**config.mk**
```make
export PLATFORM = sky130hd
export DESIGN_NAME = opm_order_unit
export DESIGN_NICKNAME = d
export VERILOG_FILES = /design/src/rtl/ordered_pair_multiset_assert.svh /design/src/rtl/opm_pkg.sv /design/src/rtl/opm_order_unit.sv
export SDC_FILE = /design/constraint.sdc
export NUM_CORES = 1
export LEC_CHECK = 0
export BUFFER_PORTS_ARGS = -buffer_cell sky130_fd_sc_hd__buf_4
export CAP_MARGIN = 5
export CORE_AREA = 2 2 123 125
export DETAILED_ROUTE_END_ITERATION = 6
export DIE_AREA = 0 0 125 127
export GPL_ROUTABILITY_DRIVEN = 0
export GPL_TIMING_DRIVEN = 0
export PLACE_DENSITY = 0.77
export SLEW_MARGIN = 20
export SYNTH_ARGS = -nofsm -noshare
export SYNTH_HDL_FRONTEND = slang
export SYNTH_SLANG_ARGS = --single-unit
```
**constraint.sdc**
```tcl
create_clock -name vclk -period 5.87
set_clock_uncertainty 0.15 [all_clocks]
set_input_delay 0.587 -clock vclk [all_inputs]
set_output_delay 0.587 -clock vclk [all_outputs]
set_load 0.1 [all_outputs]
```
**src/rtl/ordered_pair_multiset_assert.svh**
```systemverilog
// Assertion macros used by the block's top module.
// Each expects signals named clk and rst_n in the scope where it is used.
`ifndef ORDERED_PAIR_MULTISET_ASSERT_SVH
`define ORDERED_PAIR_MULTISET_ASSERT_SVH

// Same-cycle implication.
`define OPM_ASSERT_IMP(lbl, ante, cons, msg) \
  lbl: assert property (@(posedge clk) disable iff (!rst_n) (ante) |-> (cons)) \
    else $error(msg);

// Next-cycle implication.
`define OPM_ASSERT_NXT(lbl, ante, cons, msg) \
  lbl: assert property (@(posedge clk) disable iff (!rst_n) (ante) |=> (cons)) \
    else $error(msg);

`endif

```
**src/rtl/opm_pkg.sv**
```systemverilog
package opm_pkg;

  localparam int CAPACITY = 64;
  localparam int IDX_W    = $clog2(CAPACITY);
  localparam int FILL_W   = $clog2(CAPACITY + 1);
  localparam int CNT_W    = 16;

  localparam logic [1:0] CMD_INSERT = 2'd0;
  localparam logic [1:0] CMD_REMOVE = 2'd1;
  localparam logic [1:0] CMD_QUERY  = 2'd2;

  localparam logic [1:0] ST_DONE   = 2'd0;
  localparam logic [1:0] ST_FULL   = 2'd1;
  localparam logic [1:0] ST_ABSENT = 2'd2;

  localparam logic [CNT_W-1:0] CNT_MAX = '1;

  typedef logic signed [32:0] sum_t;

  typedef struct packed {
    logic signed [31:0] a;
    logic signed [31:0] d;
    logic [CNT_W-1:0]   count;
  } slot_t;

  // Compare results for one table entry against the key and the two
  // neighbor candidates found so far.
  typedef struct packed {
    logic eq;
    logic below_key;
    logic above_key;
    logic above_lo;
    logic below_hi;
  } ord_flags_t;

  function automatic sum_t pair_sum(logic signed [31:0] a, logic signed [31:0] d);
    pair_sum = $signed({a[31], a}) + $signed({d[31], d});
  endfunction

  // True when pair 1 orders strictly below pair 2: by sum, then by a.
  function automatic logic pair_lt(sum_t s1, logic signed [31:0] a1,
                                   sum_t s2, logic signed [31:0] a2);
    pair_lt = (s1 < s2) || ((s1 == s2) && (a1 < a2));
  endfunction

endpackage

```
**src/rtl/opm_order_unit.sv**
```systemverilog
module opm_order_unit
  import opm_pkg::*;
(
  input  slot_t              entry,
  input  logic signed [31:0] key_a,
  input  sum_t               key_sum,
  input  logic signed [31:0] lo_a,
  input  sum_t               lo_sum,
  input  logic signed [31:0] hi_a,
  input  sum_t               hi_sum,
  output sum_t               entry_sum,
  output ord_flags_t         flags
);

  sum_t esum;

  assign esum      = pair_sum(entry.a, entry.d);
  assign entry_sum = esum;

  // Equal sums with equal first values mean the second values match too.
  always_comb begin
    flags.eq        = (esum == key_sum) && (entry.a == key_a);
    flags.below_key = pair_lt(esum, entry.a, key_sum, key_a);
    flags.above_key = pair_lt(key_sum, key_a, esum, entry.a);
    flags.above_lo  = pair_lt(lo_sum, lo_a, esum, entry.a);
    flags.below_hi  = pair_lt(esum, entry.a, hi_sum, hi_a);
  end

endmodule

```
==> results.toml, run 1 <==
[synth]
synth_top_area_share_pct = 37.3
ys_warn_count = 0
syn_area_per_cell_um2 = 7.51
syn_area_mm2 = 0.00674
yosysUniqueCellTypes = 80
yosysTopAreaCell = "ha_1"
yosysSeqAreaShare_pct = 0
syn_nets = 1374
synthTopCellsByArea = "ha_1 (37%), inv_1 (7.7%), a21o_1 (5.0%), a21oi_1 (4.9%), nand4_1 (3.1%)"
synthCells = 897

[worst_setup_path]
cp.arrival_ns = 5.01
critPathKind = "input pin to output port"
startpoint = "entry[48]"
cp-start-kind = "input pin"
setup.worst_path.end = "flags[3]"
crit_required_ns = 5.13
crit_path_end_kind = "output port"
cp_max_fo = 4

[timing]
slew_headroom_pct = 53.4
hold_viol = 0
setup_viol = 0
setup_tns_ns = 0
layout_setup_ws_ns = 0.121
final_max_slew_viol_count = 0
fin_crit_ns = 5.75
fmax_mhz = 174
hold_ws_ns = 1.58
tightest_slew_ns = 0.694
period_share_pct = 97.9

[worst_hold_path]
hold_path.startpoint = "hi_sum[20]"
hp-class = "input pin to output port"

[placed_design]
io_buffers = 297
dp_hpwl_mm = 20.6
post-place-ws_ns = -0.290

[run]
cap_violations = 0

[power_and_ir_drop]
leakagePower_nw = 5.30
power.density_mw_per_mm2 = 163
fin_total_pwr_mw = 1.62
ir_drop_uv = 88.8

[die]
fp-row-count = 44
die_y_um = 127
core_mm2 = 0.0144
die_x_um = 125
ioPinCount = 313
initial_core_util_pct = 46.7
die-area_mm2 = 0.0159

[routing]
drt_iter0_drc = 383
dr_total_vias = 7720
drt_wl_total_mm = 23.0
drtPass1Iterations = 5
post_drt_via_cell_ratio = 5.57
ant_nets = 0
wire_per_inst_um = 16.6
route.detailed.drc = 0

[global_routing]
grt_pass1_vias = 7543
grt_max_degree = 11
grt_pass1_wl_mm = 36.1
antenna_found_initial = 0
track_usage_pct = 27.1
grt.overflow.total = 0

[cells_and_area]
fin_util_pct = 68.9
fill_cells = 1234
mostFrequentLayoutCells = "buf_4 (306), ha_1 (184), inv_1 (136), a21oi_1 (62), a21o_1 (44)"
clockBufferCount = 0
syn_to_final_growth_pct = 47.5
drive_above_1_share_pct = 34.2
regArea_um2 = 0
diodes = 0
layout.nets = 1682
seq_cells = 0
final_common_cell = "buf_4"

[cts]
cts-hold-fix-buffers = 0

[outcome]
status = "completed"
-- layout make-up --
type	instances	area, um^2	area share (%)
inverter	139	522	5.25
tap	184	230	2.32
multi-input combinational	754	6840	68.8
buffer	4	37.5	0.378
timing repair buffer	306	2310	23.2
-- stage by stage --
step / instances / cell area (um^2)
after floorplan: 897 / 7220
after global placement: 1378 / 9680
after detailed placement: 1378 / 9680
after CTS: 1378 / 9720
after global routing: 1387 / 9930
final: 1387 / 9930
-- Yosys cell counts, drive strengths merged, types with 6 or more instances --
library cell / n
xnor2: 21
a21o: 47
nand2: 45
o211ai: 9
or2: 6
a211o: 9
a31oi: 11
a211oi: 8
a21oi: 68
ha: 201
nand2b: 12
or3: 7
nor4: 6
nor2b: 16
a31o: 8
nand4: 33
xor2: 17
inv: 139
nand3: 22
nor3: 17
and3: 8
o21a: 19
o21ai: 41
nor2: 44
o2111ai: 8
-- worst min path at each step --
| stage | endpoint | slack, ns | cells after the start |
|---|---|---|---|
| CTS | flags[0] | 1.59 | 4 |
| global placement | flags[0] | 1.58 | 4 |
| finish | flags[0] | 1.58 | 4 |
| global route | flags[0] | 1.60 | 4 |
| detailed placement | flags[0] | 1.58 | 4 |
| floorplan | entry_sum[10] | 1.42 | 2 |
-- critical path, stage by stage --
cell       delay [ns]
buf_4            0.13
ha_2             0.18
fa_2             0.38
a21o_4           0.23
a22o_4           0.24
o2111ai_4        0.27
a2111oi_4        0.14
o31ai_1          0.26
nand2b_1         0.12
a21o_1           0.20
a21o_4           0.23
nand2_4          0.08
a31oi_4          0.14
ha_4             0.31
nand4_1          0.19
nor2_4           0.19
inv_1            0.06
a311oi_2         0.21
a311oi_2         0.10
or3b_1           0.39
o211ai_1         0.10
buf_6            0.26
-- layer usage --
metal | vias to the layer above | share of wire, % | track usage (%)
li1 | 3953 | - | -
met1 | 3481 | 44 | 35.5
met2 | 262 | 48 | 48.6
met3 | 24 | 6.6 | 3.56
met4 | 0 | 1.7 | 4.18
met5 | - | 0 | 0
-- power by group --
part	internal [mW]	total (mW)	leakage [nW]	switching, mW
Combinational	0.603	1.62	5.30	1.01
Clock	0	0	0	0
Sequential	0	0	0	0
Total	0.603	1.62	5.30	1.01
-- logic make-up after synthesis --
logic type | after synthesis | share of synthesized area, %
and+or+nand+nor | 233 | 18.2
AOI/OAI and AO/OA | 277 | 29.6
xor gates and xnor gates | 41 | 6.35
buffers and inverters | 143 | 8.04
adders and majority gates | 203 | 37.8
-- repair_timing --
item	CTS	global route
pin swaps	1	13
setup endpoints to repair	3	5
gates resized for setup	7	22
buffers inserted	0	9
(Power assumes the default switching activity.)
==> run 2, diff against run 1 <==
Settings changed: CORE_AREA 2 2 123 125 to default, CORE_MARGIN from default to 2, CORE_UTILIZATION from default to 25, DIE_AREA 0 0 125 127 to default, PLACE_DENSITY 0.77 to 0.45.
==> run 2 against run 1 <==
  * Critical path depth unchanged
  * Largest power group unchanged
  * Sequential share of layout area unchanged
  * Die area is 78% higher
  * Worst setup slack better by 0.10 ns
==> results.toml, run 2 (same netlist as run 1, synthesis figures left out) <==
[outcome]
status = "completed"

[worst_setup_path]
max_stage_delay_ns = 0.47
startpoint = "entry[53]"
path_cells = "buf_4, ha_1, and3_1, a22o_4, o2111ai_4, a2111oi_4, o31ai_2, nand2b_1, a21o_1, a21o_1, nand2_2, a31oi_4, buf_4, ha_4, nand4_1, nor2_4, buf_4, o2111a_1, and3_1, or3b_1, o211ai_1, buf_6"
setup.worst_path.end = "flags[3]"
slowest_stage = "ha_1"
cp_max_fo = 7
crit_path_end_kind = "output port"
crit_required_ns = 5.13
crit_top_cell = "buf_4"
path_buf_inv = 4
cp-start-kind = "input pin"
cp.depth = 22
critPathKind = "input pin to output port"
cp_top_family = "compound AO/OA/AOI/OAI gates"
cp.arrival_ns = 4.91

[die]
die_y_um = 168
initial_core_util_pct = 25.2
die-area_mm2 = 0.0283
die_x_um = 168
fp-row-count = 60
core_mm2 = 0.0267
ioPinCount = 313

[global_routing]
track_usage_pct = 18.0
grt_pass1_vias = 7727
grt_pass1_wl_mm = 41.1
grt_max_degree = 11
antenna_found_initial = 0
grt.overflow.total = 0

[power_and_ir_drop]
fin_total_pwr_mw = 1.63
ir_drop_uv = 67.5
power_frac_clock_pct = 0
p_switching_mw = 1.02
leakagePower_nw = 5.32
switching_share_pct = 62.7
intPower_uw = 610
power_frac_comb_pct = 100.0
power.density_mw_per_mm2 = 160
seq_power_share_pct = 0

[timing]
hold_viol = 0
tightest_slew_ns = 0.800
slew_headroom_pct = 46.3
final_max_slew_viol_count = 0
period_share_pct = 96.2
setup_viol = 0
fmax_mhz = 177
layout_setup_ws_ns = 0.222
rsz0062_at_grt = "false"
hold_ws_ns = 1.53
fin_crit_ns = 5.65

[cells_and_area]
diodes = 0
layout.nets = 1687
regArea_um2 = 0
syn_to_final_growth_pct = 51.5
fin_area_mm2 = 0.0102
final_common_cell = "buf_4"
fill_cells = 2862
final_cells = 1549
drive_above_1_share_pct = 34.9
mostFrequentLayoutCells = "buf_4 (309), ha_1 (183), inv_1 (136), a21oi_1 (61), a21o_1 (45)"
seq_cells = 0
clockBufferCount = 0
multi_input_area_mm2 = 0.00686

[routing]
wire_per_inst_um = 17.0
dr_total_vias = 7456
post_drt_via_cell_ratio = 4.81
drt_wl_total_mm = 26.3
route.detailed.drc = 0
drt_iter0_drc = 178
drtPass1Iterations = 4
ant_nets = 0

[placed_design]
post-place-ws_ns = -0.670
dp.cells = 1535
io_buffers = 297
placed_area_mm2 = 0.00988
dp_hpwl_mm = 24.2

[cts]
cts-hold-fix-buffers = 0

[worst_hold_path]
hp-class = "input pin to output port"

[run]
cap_violations = 0
run 2: changes by cell type in the layout (fill, tap and decap cells not counted), moves of 2 or more:
cell,delta
nor4_2,+2
buf_6,+2
nor4_1,-2
buf_4,+3
run 2: tightest hold or removal path: cells and delay by family:
kind | cells | cell delay, ns
buffers and inverters | 2 | 0.30
adders and majority gates | 1 | 0.21
run 2: worst min path at each step:
stage | start | to | slack, ns | cells past startpoint
after floorplan | entry[58] | entry_sum[10] | 1.42 | 2
final | entry[16] | entry_sum[0] | 1.53 | 3
after global routing | entry[16] | entry_sum[0] | 1.54 | 3
after CTS | entry[16] | entry_sum[0] | 1.54 | 3
after detailed placement | hi_sum[20] | flags[0] | 1.60 | 4
after global placement | hi_sum[20] | flags[0] | 1.60 | 4
run 2: stage by stage:
step	setup TNS [ns]	util [%]
after floorplan	-0.848	-
after global placement	-1.12	37.0
after detailed placement	-1.12	37.0
after CTS	0	37.7
after global routing	0	38.2
final	0	38.2
run 2: final cells by class:
cell class,instances,share of cell area [%]
multi-input combinational,754,67.2
timing repair buffer,311,23.1
inverter,139,5.11
tap,341,4.18
buffer,4,0.368
run 2: metal layers:
layer / track usage (%) / share of wire, % / vias up
li1: - / - / 3963
met1: 25.0 / 48 / 3319
met2: 31.0 / 46 / 166
met3: 2.14 / 5.2 / 8
met4: 1.35 / 0.91 / 0
met5: 0 / 0 / -
run 2: power groups by stage:
stage	registers, mW	clock network (mW)	logic [mW]
final	0	0	1.63
after detailed placement	0	0	1.60
after global placement	0	0	1.59
after CTS	0	0	1.63
after floorplan	0	0	1.15
after global routing	0	0	1.79
run 2: timing repair:
item / in CTS / in global routing
buffers inserted: 7 / 7
cloned: 0 / 0
pin swaps: 15 / 14
endpoints found under the hold margin: 0 / 0
setup endpoints to repair: 4 / 5
gates resized for setup: 21 / 17
==> run 3, diff against run 2 <==
Settings changed: BUFFER_PORTS_ARGS -buffer_cell sky130_fd_sc_hd__buf_4 to -buffer_cell sky130_fd_sc_hd__buf_2, PLACE_DENSITY 0.45 to 0.57.
Clock period 5.87 ns to 4.8 ns, I/O delays scaled along.
==> run 3 against run 2 <==
  * The flow now finishes with violations (negative setup slack)
  * Sequential share of layout area did not move
  * Global-route usage fell by 0.68 points
  * Via count rose by 4.0%
  * Critical path depth rose by 2
  * Hold slack got worse by 0.24 ns
  * Non-clock buffer count rose by 11
  * Critical path type unchanged
  * Worst setup slack got worse by 0.77 ns
  * Die area did not move
  * Highest routed layer is now met5
  * Flip-flop and latch count did not move
  * Wire length fell by 1.9%
==> results.toml, run 3 (same netlist as run 1, synthesis figures left out) <==
[routing]
wire_per_inst_um = 16.5
route.detailed.drc = 0
drt_wl_total_mm = 25.8
drt_iter0_drc = 251
ant_nets = 0
post_drt_via_cell_ratio = 4.96
drtPass1Iterations = 4
dr_total_vias = 7752

[worst_setup_path]
cp_max_fo = 4
cp-start-kind = "input pin"
crit_path_end_kind = "output port"
crit_required_ns = 4.17
critPathKind = "input pin to output port"
cp.arrival_ns = 4.72

[worst_hold_path]
min_to = "flags[0]"
hold_path.startpoint = "hi_sum[20]"
hold_path_depth = 4
hp-class = "input pin to output port"

[timing]
period_share_pct = 111
slew_headroom_pct = 51.2
final_max_slew_viol_count = 0
tightest_slew_ns = 0.727
hold_viol = 0
fin_crit_ns = 5.35
setup_viol = 5
rsz0062_at_grt = "true"
fmax_mhz = 187
layout_setup_ws_ns = -0.545

[global_routing]
grt_pass1_wl_mm = 39.3
antenna_found_initial = 6
grt_max_degree = 11
grt.overflow.total = 0
track_usage_pct = 17.3
grt_pass1_vias = 7644

[cells_and_area]
drive_above_1_share_pct = 37.2
syn_to_final_growth_pct = 45.4
multi_input_area_mm2 = 0.00703
seq_cells = 0
layout.nets = 1698
mostFrequentLayoutCells = "buf_2 (290), ha_1 (178), inv_1 (133), a21oi_1 (58), a21o_1 (45)"
regArea_um2 = 0
fill_cells = 2828
final_common_cell = "buf_2"
clockBufferCount = 0
fin_util_pct = 36.7

[power_and_ir_drop]
fin_total_pwr_mw = 1.98
seq_power_share_pct = 0
power_frac_comb_pct = 100.0
switching_share_pct = 64.7
power_frac_clock_pct = 0
ir_drop_uv = 75.9
leakagePower_nw = 5.15
power.density_mw_per_mm2 = 202
p_switching_mw = 1.28
intPower_uw = 700

[outcome]
status = "complete, but fails checks"
violations = "negative setup slack"

[placed_design]
post-place-ws_ns = -1.66
dp_hpwl_mm = 23.4
io_buffers = 297

[die]
die-area_mm2 = 0.0283
fp-row-count = 60
core_mm2 = 0.0267
ioPinCount = 313
die_y_um = 168
initial_core_util_pct = 25.2
die_x_um = 168

[run]
cap_violations = 0
run 3: final cells by class:
cell class	count	share of cell area [%]
repair buffers	322	18.1
inverters	139	5.33
diodes	3	0.0766
plain buffers	4	0.383
multi-input cells	754	71.8
well taps	341	4.36
run 3: layer usage:
metal  vias up  track usage [%]  share of wire [%]
met1      3533             22.3                 45
met5         -                0              0.082
met2       195             31.7                 49
met3        29             1.83                4.4
met4         4             2.36                1.3
li1       3991                -                  -
run 3: worst max-delay path: stages:
cell	delay, ns
buf_8	0.10
ha_4	0.15
fa_2	0.39
a21o_4	0.22
a22o_4	0.23
o2111ai_4	0.25
a2111oi_4	0.12
o31ai_1	0.26
nand2b_1	0.10
buf_4	0.14
buf_4	0.12
buf_4	0.12
buf_4	0.14
xor2_4	0.17
inv_2	0.08
ha_4	0.28
nand2_1	0.09
nor2_4	0.14
inv_2	0.04
a311oi_2	0.20
a311oi_2	0.10
or3b_1	0.39
o211ai_1	0.11
buf_6	0.26
run 3: worst max-delay path by stage:
stage,startpoint,endpoint,cells after the start
floorplan,entry[16],flags[3],18
global placement,entry[66],flags[1],20
detailed placement,entry[66],flags[1],20
CTS,entry[48],flags[1],21
global route,entry[48],flags[1],21
finish,entry[48],flags[3],24
run 3: timing repair:
item	in CTS	in global routing
endpoints found under the setup margin	5	5
pin swaps	19	14
setup buffers	23	3
gates resized for setup	59	20
hold buffers	0	0
run 3: metrics by stage:
stage               std cells  hold slack (ns)  area [um^2]  setup TNS [ns]
finish                   1563             1.29         9800           -2.31
global route             1562             1.32         9790           -3.41
CTS                      1558             1.30         9690           -2.52
detailed placement       1535             1.42         9200           -6.04
global placement         1535             1.42         9200           -5.99
floorplan                 897             1.08         7290           -3.79
run 3: power by group through the flow:
stage	Clock (mW)	Combinational (mW)	Sequential, mW
2_1_floorplan	0	1.42	0
3_3_place_gp	0	1.84	0
3_5_place_dp	0	1.86	0
4_1_cts	0	1.98	0
5_1_grt	0.0000000557	2.16	0
6_report	0.0000000836	1.98	0
